===== config.mk =====
export PLATFORM = sky130hd
export DESIGN_NAME = doubly_linked_key_list
export DESIGN_NICKNAME = d
export VERILOG_FILES = /design/src/design/dlkl_pkg.sv /design/src/design/dlkl_datapath.sv /design/src/design/dlkl_ctrl.sv /design/src/design/doubly_linked_key_list.sv
export SDC_FILE = /design/constraint.sdc
export NUM_CORES = 1
export LEC_CHECK = 0
export BUFFER_PORTS_ARGS = -buffer_cell sky130_fd_sc_hd__buf_2
export CORE_MARGIN = 2
export CORE_UTILIZATION = 39
export DETAILED_ROUTE_END_ITERATION = 10
export PLACE_DENSITY = 0.62
export SETUP_SLACK_MARGIN = 0.3
export SLEW_MARGIN = 0
export SYNTH_ARGS = -nofsm -noshare
export SYNTH_HDL_FRONTEND = slang
export SYNTH_SLANG_ARGS = --single-unit

===== constraint.sdc =====
create_clock -name clk_i -period 11.6 [get_ports clk_i]
set_input_delay 1.16 -clock clk_i [delete_from_list [all_inputs] [get_ports clk_i]]
set_output_delay 1.16 -clock clk_i [all_outputs]
set_load 0.05 [all_outputs]

===== src/design/dlkl_pkg.sv =====
`timescale 1ns / 1ps
package dlkl_pkg;

  typedef enum logic [3:0] {
    ACT_INS_HEAD  = 4'd0,
    ACT_INS_TAIL  = 4'd1,
    ACT_INS_AFTER = 4'd2,
    ACT_DEL_HEAD  = 4'd3,
    ACT_DEL_TAIL  = 4'd4,
    ACT_DEL_KEY   = 4'd5,
    ACT_SEARCH    = 4'd6,
    ACT_LIST_FWD  = 4'd7,
    ACT_LIST_BACK = 4'd8
  } action_e;

  localparam logic [1:0] ST_OK       = 2'd0;
  localparam logic [1:0] ST_NOTFOUND = 2'd1;
  localparam logic [1:0] ST_FULL     = 2'd2;
  localparam logic [1:0] ST_EMPTY    = 2'd3;

  typedef enum logic [3:0] {
    S_IDLE, S_DISPATCH, S_READ, S_CHECK, S_LINK, S_UNLINK, S_LIST, S_EMIT, S_DRAIN
  } state_e;

  // Datapath operations chosen by the controller.
  typedef enum logic [3:0] {
    OP_NONE, OP_LOAD, OP_SET_HEAD, OP_SET_TAIL, OP_SET_FIND, OP_READ,
    OP_ADVANCE, OP_INSERT, OP_UNLINK, OP_RESULT, OP_LIST_OUT
  } op_e;

  typedef struct packed {
    op_e        op;
    logic [1:0] status;
    logic       use_key;
    logic       last;
    logic       fwd;
  } cmd_t;

  typedef struct packed {
    logic    empty;
    logic    full;
    logic    ptr_null;
    logic    match;
    logic    steps_done;
    logic    out_busy;
    action_e action;
  } stat_t;

endpackage


===== src/design/dlkl_datapath.sv =====
`timescale 1ns / 1ps
module dlkl_datapath #(
  parameter int CAPACITY = 16,
  parameter int IW = $clog2(CAPACITY + 1)
) (
  input  logic                 clk_i,
  input  logic                 rst_ni,
  input  logic [3:0]           action_i,
  input  logic signed [31:0]   key_i,
  input  logic signed [31:0]   anchor_key_i,
  input  dlkl_pkg::cmd_t       cmd_i,
  output dlkl_pkg::stat_t      stat_o,
  output logic                 out_valid_o,
  input  logic                 out_ready_i,
  output logic [1:0]           status_o,
  output logic signed [31:0]   key_out_o,
  output logic                 last_o
);
  import dlkl_pkg::*;

  localparam int AW = $clog2(CAPACITY);
  localparam logic [IW-1:0] NULLI = IW'(CAPACITY);

  logic [31:0]   mem_key [CAPACITY];
  logic [IW-1:0] mem_nx  [CAPACITY];
  logic [IW-1:0] mem_pv  [CAPACITY];
  logic [CAPACITY-1:0] used_q;
  logic [IW-1:0] head_q, tail_q, cnt_q, ptr_q, steps_q;
  logic [3:0]    act_q;
  logic [31:0]   key_q, anc_q;
  // Registered fields of the node under the pointer.
  logic [31:0]   rkey_q;
  logic [IW-1:0] rnx_q, rpv_q;
  logic          ov_q, olast_q;
  logic [1:0]    ost_q;
  logic [31:0]   okey_q;

  // Lowest free slot.
  logic [IW-1:0] free_idx;
  always_comb begin
    free_idx = NULLI;
    for (int i = CAPACITY - 1; i >= 0; i--) begin
      if (!used_q[i]) free_idx = IW'(i);
    end
  end

  logic [31:0] cmp_key;
  assign cmp_key = (act_q == ACT_INS_AFTER) ? anc_q : key_q;

  // A listed node is the final one when its onward link is null or the
  // walk has reached its step bound.
  logic list_end;
  assign list_end = ((cmd_i.fwd ? rnx_q : rpv_q) == NULLI) ||
                    (steps_q == IW'(CAPACITY - 1));

  assign stat_o.empty      = (head_q == NULLI);
  assign stat_o.full       = (cnt_q == NULLI);
  assign stat_o.ptr_null   = (ptr_q >= NULLI);
  assign stat_o.match      = (rkey_q == cmp_key);
  assign stat_o.steps_done = (steps_q == NULLI);
  assign stat_o.out_busy   = ov_q;
  assign stat_o.action     = action_e'(act_q);

  logic [AW-1:0] pa, na, va, fa;
  assign pa = ptr_q[AW-1:0];
  assign na = rnx_q[AW-1:0];
  assign va = rpv_q[AW-1:0];
  assign fa = free_idx[AW-1:0];

  // Node memories: written by link updates, read at the pointer.
  always_ff @(posedge clk_i) begin
    case (cmd_i.op)
      OP_READ: begin
        rkey_q <= mem_key[pa];
        rnx_q  <= mem_nx[pa];
        rpv_q  <= mem_pv[pa];
      end
      OP_INSERT: begin
        mem_key[fa] <= key_q;
        if (head_q == NULLI) begin
          mem_nx[fa] <= NULLI;
          mem_pv[fa] <= NULLI;
        end else if (act_q == ACT_INS_HEAD) begin
          mem_nx[fa] <= head_q;
          mem_pv[fa] <= NULLI;
          mem_pv[head_q[AW-1:0]] <= free_idx;
        end else if (act_q == ACT_INS_TAIL) begin
          mem_nx[fa] <= NULLI;
          mem_pv[fa] <= tail_q;
          mem_nx[tail_q[AW-1:0]] <= free_idx;
        end else begin
          mem_nx[fa] <= rnx_q;
          mem_pv[fa] <= ptr_q;
          mem_nx[pa] <= free_idx;
          if (rnx_q != NULLI) mem_pv[na] <= free_idx;
        end
      end
      OP_UNLINK: begin
        if (rpv_q != NULLI) mem_nx[va] <= rnx_q;
        if (rnx_q != NULLI) mem_pv[na] <= rpv_q;
      end
      default: ;
    endcase
  end

  // Control registers.
  always_ff @(posedge clk_i or negedge rst_ni) begin
    if (!rst_ni) begin
      used_q  <= '0;
      head_q  <= NULLI;
      tail_q  <= NULLI;
      cnt_q   <= '0;
      ptr_q   <= NULLI;
      steps_q <= '0;
      act_q   <= '0;
      key_q   <= '0;
      anc_q   <= '0;
      ov_q    <= 1'b0;
    end else begin
      if (cmd_i.op == OP_RESULT || cmd_i.op == OP_LIST_OUT) begin
        ov_q <= 1'b1;
      end else if (ov_q && out_ready_i) begin
        ov_q <= 1'b0;
      end
      case (cmd_i.op)
        OP_LOAD: begin
          act_q <= action_i;
          key_q <= key_i;
          anc_q <= anchor_key_i;
        end
        OP_SET_HEAD: begin
          ptr_q <= head_q;
          steps_q <= '0;
        end
        OP_SET_TAIL: begin
          ptr_q <= tail_q;
          steps_q <= '0;
        end
        OP_SET_FIND: begin
          ptr_q <= head_q;
          steps_q <= '0;
        end
        OP_ADVANCE: begin
          ptr_q <= cmd_i.fwd ? rnx_q : rpv_q;
          steps_q <= steps_q + 1'b1;
        end
        OP_INSERT: begin
          used_q[fa] <= 1'b1;
          cnt_q <= cnt_q + 1'b1;
          if (head_q == NULLI) begin
            head_q <= free_idx;
            tail_q <= free_idx;
          end else if (act_q == ACT_INS_HEAD) begin
            head_q <= free_idx;
          end else if (act_q == ACT_INS_TAIL) begin
            tail_q <= free_idx;
          end else if (rnx_q == NULLI) begin
            tail_q <= free_idx;
          end
        end
        OP_UNLINK: begin
          used_q[pa] <= 1'b0;
          cnt_q <= cnt_q - 1'b1;
          if (rpv_q == NULLI) head_q <= rnx_q;
          if (rnx_q == NULLI) tail_q <= rpv_q;
        end
        default: ;
      endcase
    end
  end

  // Output word register.
  always_ff @(posedge clk_i) begin
    if (cmd_i.op == OP_RESULT || cmd_i.op == OP_LIST_OUT) begin
      ost_q   <= cmd_i.status;
      okey_q  <= cmd_i.use_key ? rkey_q : 32'd0;
      olast_q <= (cmd_i.op == OP_LIST_OUT) ? list_end : cmd_i.last;
    end
  end

  assign out_valid_o = ov_q;
  assign status_o    = ost_q;
  assign key_out_o   = okey_q;
  assign last_o      = olast_q;
endmodule


===== src/design/dlkl_ctrl.sv =====
`timescale 1ns / 1ps
module dlkl_ctrl (
  input  logic            clk_i,
  input  logic            rst_ni,
  input  logic            in_valid_i,
  output logic            in_ready_o,
  input  dlkl_pkg::stat_t stat_i,
  output dlkl_pkg::cmd_t  cmd_o
);
  import dlkl_pkg::*;

  state_e state_q, state_d;
  logic   dk_phase_q, dk_phase_d;
  logic   dk_walk_q, dk_walk_d;

  always_ff @(posedge clk_i or negedge rst_ni) begin
    if (!rst_ni) begin
      state_q    <= S_IDLE;
      dk_phase_q <= 1'b0;
      dk_walk_q  <= 1'b0;
    end else begin
      state_q    <= state_d;
      dk_phase_q <= dk_phase_d;
      dk_walk_q  <= dk_walk_d;
    end
  end

  always_comb begin
    state_d    = state_q;
    dk_phase_d = dk_phase_q;
    dk_walk_d  = dk_walk_q;
    cmd_o      = '{op: OP_NONE, status: ST_OK, use_key: 1'b0, last: 1'b1, fwd: 1'b1};
    in_ready_o = 1'b0;
    case (state_q)
      S_IDLE: begin
        in_ready_o = !stat_i.out_busy;
        if (in_valid_i && !stat_i.out_busy) begin
          cmd_o.op = OP_LOAD;
          state_d  = S_DISPATCH;
        end
      end
      S_DISPATCH: begin
        state_d = S_IDLE;
        dk_phase_d = 1'b0;
        dk_walk_d = 1'b0;
        case (stat_i.action)
          ACT_INS_HEAD, ACT_INS_TAIL: begin
            if (stat_i.full) begin
              cmd_o.op = OP_RESULT;
              cmd_o.status = ST_FULL;
            end else begin
              cmd_o.op = OP_NONE;
              state_d  = S_LINK;
            end
          end
          ACT_INS_AFTER, ACT_SEARCH: begin
            if (stat_i.action == ACT_INS_AFTER && stat_i.full) begin
              cmd_o.op = OP_RESULT;
              cmd_o.status = ST_FULL;
            end else if (stat_i.empty) begin
              cmd_o.op = OP_RESULT;
              cmd_o.status = ST_EMPTY;
            end else begin
              cmd_o.op = OP_SET_FIND;
              state_d  = S_READ;
            end
          end
          ACT_DEL_HEAD, ACT_DEL_KEY, ACT_LIST_FWD: begin
            if (stat_i.empty) begin
              cmd_o.op = OP_RESULT;
              cmd_o.status = ST_EMPTY;
            end else begin
              cmd_o.op = OP_SET_HEAD;
              state_d  = S_READ;
            end
          end
          ACT_DEL_TAIL, ACT_LIST_BACK: begin
            if (stat_i.empty) begin
              cmd_o.op = OP_RESULT;
              cmd_o.status = ST_EMPTY;
            end else begin
              cmd_o.op = OP_SET_TAIL;
              state_d  = S_READ;
            end
          end
          default: state_d = S_IDLE;
        endcase
      end
      S_READ: begin
        // A walk ends at a null link or after CAPACITY steps.
        if (stat_i.ptr_null || stat_i.steps_done) begin
          if (stat_i.action == ACT_LIST_FWD || stat_i.action == ACT_LIST_BACK) begin
            state_d = S_IDLE;
          end else begin
            cmd_o.op = OP_RESULT;
            cmd_o.status = ST_NOTFOUND;
            state_d = S_IDLE;
          end
        end else begin
          cmd_o.op = OP_READ;
          state_d  = S_CHECK;
        end
      end
      S_CHECK: begin
        case (stat_i.action)
          ACT_DEL_HEAD, ACT_DEL_TAIL: state_d = S_UNLINK;
          ACT_LIST_FWD, ACT_LIST_BACK: state_d = S_LIST;
          ACT_DEL_KEY: begin
            if (stat_i.match) begin
              state_d = S_UNLINK;
            end else if (!dk_phase_q) begin
              // Head missed: try the tail next.
              cmd_o.op = OP_SET_TAIL;
              dk_phase_d = 1'b1;
              state_d = S_READ;
            end else if (!dk_walk_q) begin
              // Tail missed: walk from the head.
              cmd_o.op = OP_SET_FIND;
              dk_walk_d = 1'b1;
              state_d = S_READ;
            end else begin
              cmd_o.op = OP_ADVANCE;
              state_d = S_READ;
            end
          end
          default: begin
            if (stat_i.match) begin
              state_d = (stat_i.action == ACT_SEARCH) ? S_EMIT : S_LINK;
            end else begin
              cmd_o.op = OP_ADVANCE;
              state_d = S_READ;
            end
          end
        endcase
      end
      S_EMIT: begin
        cmd_o.op = OP_RESULT;
        cmd_o.use_key = 1'b1;
        state_d = S_IDLE;
      end
      S_LINK: begin
        cmd_o.op = OP_INSERT;
        state_d  = S_DRAIN;
      end
      S_UNLINK: begin
        cmd_o.op = OP_UNLINK;
        state_d  = S_DRAIN;
      end
      S_DRAIN: begin
        cmd_o.op = OP_RESULT;
        state_d  = S_IDLE;
      end
      S_LIST: begin
        // One listed word per node; hold while the output is occupied.
        cmd_o.fwd = (stat_i.action == ACT_LIST_FWD);
        if (!stat_i.out_busy) begin
          cmd_o.op = OP_LIST_OUT;
          cmd_o.use_key = 1'b1;
          cmd_o.last = 1'b0;
          state_d = S_LIST;
          dk_phase_d = 1'b1;
        end
        if (dk_phase_q) begin
          cmd_o.op = OP_ADVANCE;
          dk_phase_d = 1'b0;
          state_d = S_READ;
        end
      end
      default: state_d = S_IDLE;
    endcase
  end
endmodule


===== src/design/doubly_linked_key_list.sv =====
`timescale 1ns / 1ps
// Doubly linked list of signed keys in a pool of CAPACITY nodes; each input word
// is one action and gives one result word (a listing gives one word per key,
// the last one marked; an undefined action code gives none). Search, insert-after
// and delete-by-key walk the list one node at a time through the node memory read
// port; listings also wait on output stalls.
module doubly_linked_key_list #(
  parameter int CAPACITY = 16
) (
  input  logic               clk_i,
  input  logic               rst_ni,
  input  logic               in_valid_i,
  output logic               in_ready_o,
  input  logic [3:0]         action_i,
  input  logic signed [31:0] key_i,
  input  logic signed [31:0] anchor_key_i,
  output logic               out_valid_o,
  input  logic               out_ready_i,
  output logic [1:0]         status_o,
  output logic signed [31:0] key_out_o,
  output logic               last_o
);
  import dlkl_pkg::*;

  cmd_t  cmd;
  stat_t stat;
  logic  list_last;

  dlkl_ctrl u_ctrl (
    .clk_i, .rst_ni, .in_valid_i, .in_ready_o,
    .stat_i(stat), .cmd_o(cmd)
  );

  dlkl_datapath #(.CAPACITY(CAPACITY)) u_dp (
    .clk_i, .rst_ni, .action_i, .key_i, .anchor_key_i,
    .cmd_i(cmd), .stat_o(stat),
    .out_valid_o, .out_ready_i, .status_o, .key_out_o, .last_o(list_last)
  );

  assign last_o = list_last;
endmodule


==> results.ini, run 1 <==
[timing]
finalHoldViolCount = 0
fin_crit_ns = 4.88
maxSlewHeadroom_pct = 17.0
tns_ns = 0
worstMarginPinSlew_ns = 1.24
fin_crit_sh_pct = 42.1
finalSetupViolations = 0
rsz0062_at_grt = no
fmax_mhz = 205
drv_slew = 0
timing.hold.ws_ns = 0.509
clock_skew_ns = 0.0237

[run]
maxCapViolCount = 0

[floorplanning]
num_rows = 113
start_util_pct = 39.2
core_area_sq_um = 94700
pin_count = 109
die_area_sq_um = 97700
dieWidth_um = 313
dieHeight_um = 313

[clocking]
clock_path_buffers = 3
clkSinkCount = 865
post_cts_resized = 0
cts_tree = built
insertion_delay_ns = 0.65
cts_root_buffer = clkbuf_16
cts_hold_buf = 0
htreeDepth = 3
cts_buffers = 89
postCtsSetupBuffers = 0
clkSlewWorstSetupHoldPaths_ns = 0.06

[worst_setup_path]
r2r_start = u_dp.act_q[3]$_DFFE_PN0N_
arrival_ns = 5.22
reg2reg_slack_ns = 6.72
reg2reg_to = u_dp.mem_nx[2][1]$_DFFE_PP_
cp_max_fo = 27
crit_type = flop to flop
worstPathRequired_ns = 11.93
r2r_cells = 11
cp-end-kind = flop
start_kind = flop

[placement]
hpwl_um = 58000
io_buffers = 108
gp_congestion = 0.872

[final_layout]
area_growth_pct = 13.5
final_layout_size_suffix_gt1_share_pct = 27.7
antenna_cells = 0
fin_nets = 2272
final_common_cell = edfxtp_1
final_cell_mix = edfxtp_1 (749), mux4_2 (210), mux2i_1 (167)

[synthesis]
async_flop_share_pct = 13.4
synth_ff_type = edfxtp_1
syn_inst = 2081
seq_area_frac_synth_pct = 68.4
synth_seq_cells = 865
yosys_warnings = 0
synth.avg_cell_area_sq_um = 17.8
synth_edf_count = 749
synth_area_sq_um = 37100
syn_nets = 2160
synthDistinctLibCells = 83

[routing]
vias_per_cell = 5.75
drt_iter0_drc = 2455
num_vias = 20300
top_layer = met5
first_pass_iters = 5
avgRoutedWirePerCell_um = 27.5
met1_length_um = 40400
wirelength_um = 97000
drc = 0
route.met2.wl_um = 47200
final_antenna_net_count = 0
routed-wl-met3_um = 6950

[global_route]
globalRouteOverflowTotal = 0
grt_max_degree = 139
first_global_vias = 21000
antenna_found_initial = 2
grt_usage_pct = 19.9
grt_pass1_wl_um = 143000

[pwr]
ir_drop_mv = 0.220
p_leak_nw = 14.3
power.density_nw_per_um2 = 260

[run_status]
status = complete, no violations

[hold_path]
hp-class = input port to async pin

[layout make-up]
cell class	count	area [sq um]
Clock buffer	122	2440
Clock inverter	43	544
Fill cell	8098	52600
Inverter	35	131
Multi-Input combinational cell	1055	11200
Sequential cell	865	25400
Tap cell	1265	1580
Timing Repair Buffer	147	852
[state kept, by name, summed over array words and instances, names as in the netlist]
signal             count
u_dp.mem_key         512
u_dp.mem_nx           80
u_dp.mem_pv           80
u_dp.anc_q            32
u_dp.key_out_o        32
u_dp.key_q            32
u_dp.rkey_q           32
u_dp.used_q           16
u_dp.cnt_q             5
u_dp.head_q            5
u_dp.ptr_q             5
u_dp.rnx_q             5
u_dp.rpv_q             5
u_dp.steps_q           5
u_dp.tail_q            5
u_ctrl.state_q         4
u_dp.act_q             4
u_dp.status_o          2
u_ctrl.dk_phase_q      1
u_ctrl.dk_walk_q       1
u_dp.last_o            1
u_dp.out_valid_o       1
[where the power goes]
part           total [mW]  switching, mW  internal, mW
logic                3.32           1.90          1.42
clock network        2.91           1.19          1.72
registers            4.74          0.663          4.08
total                11.0           3.75          7.22
[cells in the mapped netlist, types with 11 or more instances]
cell	instances	share of area, %
nand2_1	66	0.67
nor3_1	17	0.23
o22ai_1	12	0.20
mux2i_1	167	4.5
clkbuf_1	72	0.73
buf_1	26	0.26
nand3_1	21	0.28
xnor2_1	29	0.68
mux2_2	74	2.2
nand4_1	11	0.19
nor2_1	82	0.83
buf_2	21	0.28
o22a_1	12	0.28
mux4_2	210	13
o21ai_0	49	0.66
edfxtp_1	749	61
inv_1	34	0.34
a21oi_1	47	0.63
dfrtp_1	113	7.6
xor2_1	18	0.42
and2_1	40	0.67
nand2b_1	20	0.34
[how the worst max path moves through the flow]
| stage | startpoint | endpoint | slack (ns) | cells past startpoint |
|---|---|---|---|---|
| after global placement | in_valid_i | u_dp.mem_nx[4][0]$_DFFE_PP_ | 6.84 | 9 |
| after global routing | u_dp.act_q[3]$_DFFE_PN0N_ | u_dp.mem_nx[5][1]$_DFFE_PP_ | 6.39 | 11 |
| final | u_dp.act_q[3]$_DFFE_PN0N_ | u_dp.mem_nx[2][1]$_DFFE_PP_ | 6.72 | 11 |
| after detailed placement | in_valid_i | u_dp.mem_nx[4][0]$_DFFE_PP_ | 6.70 | 9 |
| after floorplan | u_ctrl.state_q[1]$_DFFE_PN0P_ | u_dp.mem_pv[7][0]$_DFFE_PP_ | 7.02 | 7 |
| after CTS | u_dp.act_q[3]$_DFFE_PN0N_ | u_dp.mem_nx[4][2]$_DFFE_PP_ | 6.74 | 10 |
[worst max-delay path: stages (launching register included)]
cell and delay [ns]:
dfrtp_1 0.73, nor4b_1 0.52, o2111ai_1 0.22, a221oi_2 0.43, a21oi_1 0.07, and4bb_1 0.24
nand3_1 0.49, inv_2 0.39, nand2_1 0.25, nand2_1 0.20, a22oi_2 0.84, mux2i_1 0.19
[routing by layer]
layer / up-vias / GRT usage, %
met4: 2 / 5.77
met3: 122 / 2.65
met2: 869 / 32.4
met5: - / 0
li1: 8572 / -
met1: 10800 / 28.0
[stage by stage]
stage          setup slack [ns]  utilization, %  instances  total power, mW  area, sq um
6_report                   6.72            44.5       3532             11.0        42100
5_1_grt                    6.39            44.5       3532             11.4        42100
4_1_cts                    6.74            44.5       3532             11.0        42100
3_5_place_dp               6.70            41.3       3367             8.11        39200
3_3_place_gp               6.84            41.3       3367             8.02        39200
2_1_floorplan              7.02               -       2081             6.95        37100
[cells by family after synthesis]
kind of cell | synth area share, %
flops | 68.4
simple gates | 4.38
buf+inv | 1.82
fa+ha+maj | 0.256
compound gates | 4.52
mux | 19.5
xor+xnor | 1.11
Power figures use the tool's default switching activity.
==> run 2, diff against run 1 <==
==> constraint.sdc (replaced) <==
create_clock -name clk_i -period 5.07 [get_ports clk_i]
set_input_delay 0.507 -clock clk_i [delete_from_list [all_inputs] [get_ports clk_i]]
set_output_delay 0.507 -clock clk_i [all_outputs]
set_load 0.05 [all_outputs]
==> results.ini, run 2 (synthesized netlist as in run 1, its figures left out) <==
[clocking]
postCtsSetupBuffers = 0
clkSlewWorstSetupHoldPaths_ns = 0.06
clkSinkCount = 865
htreeDepth = 3
cts_root_buffer = clkbuf_16
insertion_delay_ns = 0.66
cts_hold_buf = 1
post_cts_resized = 0
clock_path_buffers = 3
cts_tree = built
cts_buffers = 87

[final_layout]
final_cell_mix = edfxtp_1 (749), mux4_2 (210), mux2i_1 (167)
biggestRegsByFlops = u_dp.mem_key (512), u_dp.mem_nx (80), u_dp.mem_pv (80)
finalNonFillerCells = 3562
final_common_cell = edfxtp_1
fin_util_pct = 44.8
largest_register_ffs = 512
final_layout_size_suffix_gt1_share_pct = 28.7
fill_cells = 8120
fin_nets = 2303
area_growth_pct = 14.2
regMostFlops = u_dp.mem_key

[routing]
final_antenna_net_count = 0
avgRoutedWirePerCell_um = 28.4
first_pass_iters = 9
drt_iter0_drc = 2113
drc = 0
num_vias = 20600
wirelength_um = 101000
vias_per_cell = 5.77

[pwr]
ir_drop_mv = 0.327
power.density_nw_per_um2 = 595
power_mw = 25.2
p_leak_nw = 14.4

[global_route]
grt_usage_pct = 20.7
globalRouteOverflowTotal = 0
grt_pass1_wl_um = 147000
first_global_vias = 21300
antenna_found_initial = 5
grt_max_degree = 88

[timing]
fmax_mhz = 238
finalSetupViolations = 0
maxSlewHeadroom_pct = 20.0
tns_ns = 0
clock_skew_ns = 0.0450
fin_crit_ns = 4.21
timing.hold.ws_ns = 0.0814
drv_slew = 0
finalHoldViolCount = 0
fin_crit_sh_pct = 83.0
rsz0062_at_grt = no
worstMarginPinSlew_ns = 1.20

[floorplanning]
die_area_sq_um = 97700
pin_count = 109
dieWidth_um = 313
num_rows = 113
start_util_pct = 39.2
dieHeight_um = 313
core_area_sq_um = 94700

[placement]
hpwl_um = 62400
io_buffers = 108
gp_congestion = 0.928
place_inst = 3399

[worst_setup_path]
cp.buffers_inverters = 1
worstPathRequired_ns = 5.39
cp_slowest_cell = nor4b_4
critical_path.cell_chain = nor4b_4, nand4_1, or4_1, o21ai_1, nand4_1, or2_1, a31o_1, xnor2_1, nor2_4, buf_4
max_stage_delay_ns = 0.94
cp-end-kind = flop
critical_path.top_delay_family = simple AND/OR/NAND/NOR gates
cpMostUsedCell = nand4_1
crit_type = flop to flop
start_kind = flop
cp_max_fo = 19
arrival_ns = 4.53

[run]
maxCapViolCount = 0

[hold_path]
hp-class = input port to flop

[run_status]
status = complete, no violations

==> run 2: cell count changes in the layout (fill, tap and decap cells not counted), sizes merged <==
cell,previous run,this run
diode,0,1
clkbuf,122,117
bufinv,11,10
inv,36,39
clkinvlp,1,4
clkinv,30,26
dlygate4sd3,0,1
buf,147,179
==> run 2: stage by stage <==
step	instance area, sq um	worst slack, ns
floorplan	37100	0.487
global placement	39500	0.967
detailed placement	39500	0.953
CTS	42400	0.913
global route	42400	0.688
finish	42400	0.860
==> run 2: worst register-to-register path, delay by kind of cell (launching register included) <==
| kind | cells | cell delay, ns |
|---|---|---|
| AND/OR/NAND/NOR | 6 | 2.23 |
| flip-flops | 1 | 0.59 |
| AO/OA/AOI/OAI | 2 | 0.46 |
| buffers and inverters | 1 | 0.30 |
| XOR/XNOR | 1 | 0.25 |
==> run 2: report_power, final <==
| part | total (mW) | switching (mW) | leakage [nW] | internal (mW) |
|---|---|---|---|---|
| Combinational | 7.77 | 4.43 | 4.87 | 3.35 |
| Clock | 6.59 | 2.76 | 1.41 | 3.82 |
| Sequential | 10.9 | 1.55 | 8.13 | 9.33 |
| Total | 25.2 | 8.74 | 14.4 | 16.5 |
==> run 2: final timing paths <==
check / depth (start not counted) / endpoint / startpoint / slack, ns
max in group asynchronous: 3 / u_dp.key_q[12]$_DFFE_PN0N_ / rst_ni / 3.42
hold reg to reg: 2 / u_ctrl.dk_walk_q$_DFFE_PN0P_ / u_ctrl.dk_walk_q$_DFFE_PN0P_ / 0.52
hold / removal: 2 / u_dp.anc_q[22]$_DFFE_PN0N_ / anchor_key_i[22] / 0.08
setup / recovery: 10 / u_dp.key_out_o[18]$_SDFFCE_PN0P_ / u_dp.act_q[3]$_DFFE_PN0N_ / 0.86
setup reg to reg: 10 / u_dp.key_out_o[18]$_SDFFCE_PN0P_ / u_dp.act_q[3]$_DFFE_PN0N_ / 0.86
min in group asynchronous: 2 / u_dp.tail_q[0]$_DFFE_PN0P_ / rst_ni / 0.50
==> run 2: routing by layer <==
layer,global-route usage [%],wire (um)
met5,0,0
met4,7.89,3530
met3,3.32,6690
met2,33.8,49600
met1,27.9,41200
==> run 2: layout make-up <==
| cell class | count | area, sq um | share of cell area [%] |
|---|---|---|---|
| Sequential cell | 865 | 25400 | 59.9 |
| Clock inverter | 44 | 536 | 1.26 |
| Multi-Input combinational cell | 1055 | 11200 | 26.4 |
| Timing Repair Buffer | 180 | 1180 | 2.78 |
| Tap cell | 1265 | 1580 | 3.73 |
| Antenna cell | 1 | 2.50 | 0.00590 |
| Clock buffer | 117 | 2370 | 5.60 |
| Inverter | 35 | 131 | 0.310 |
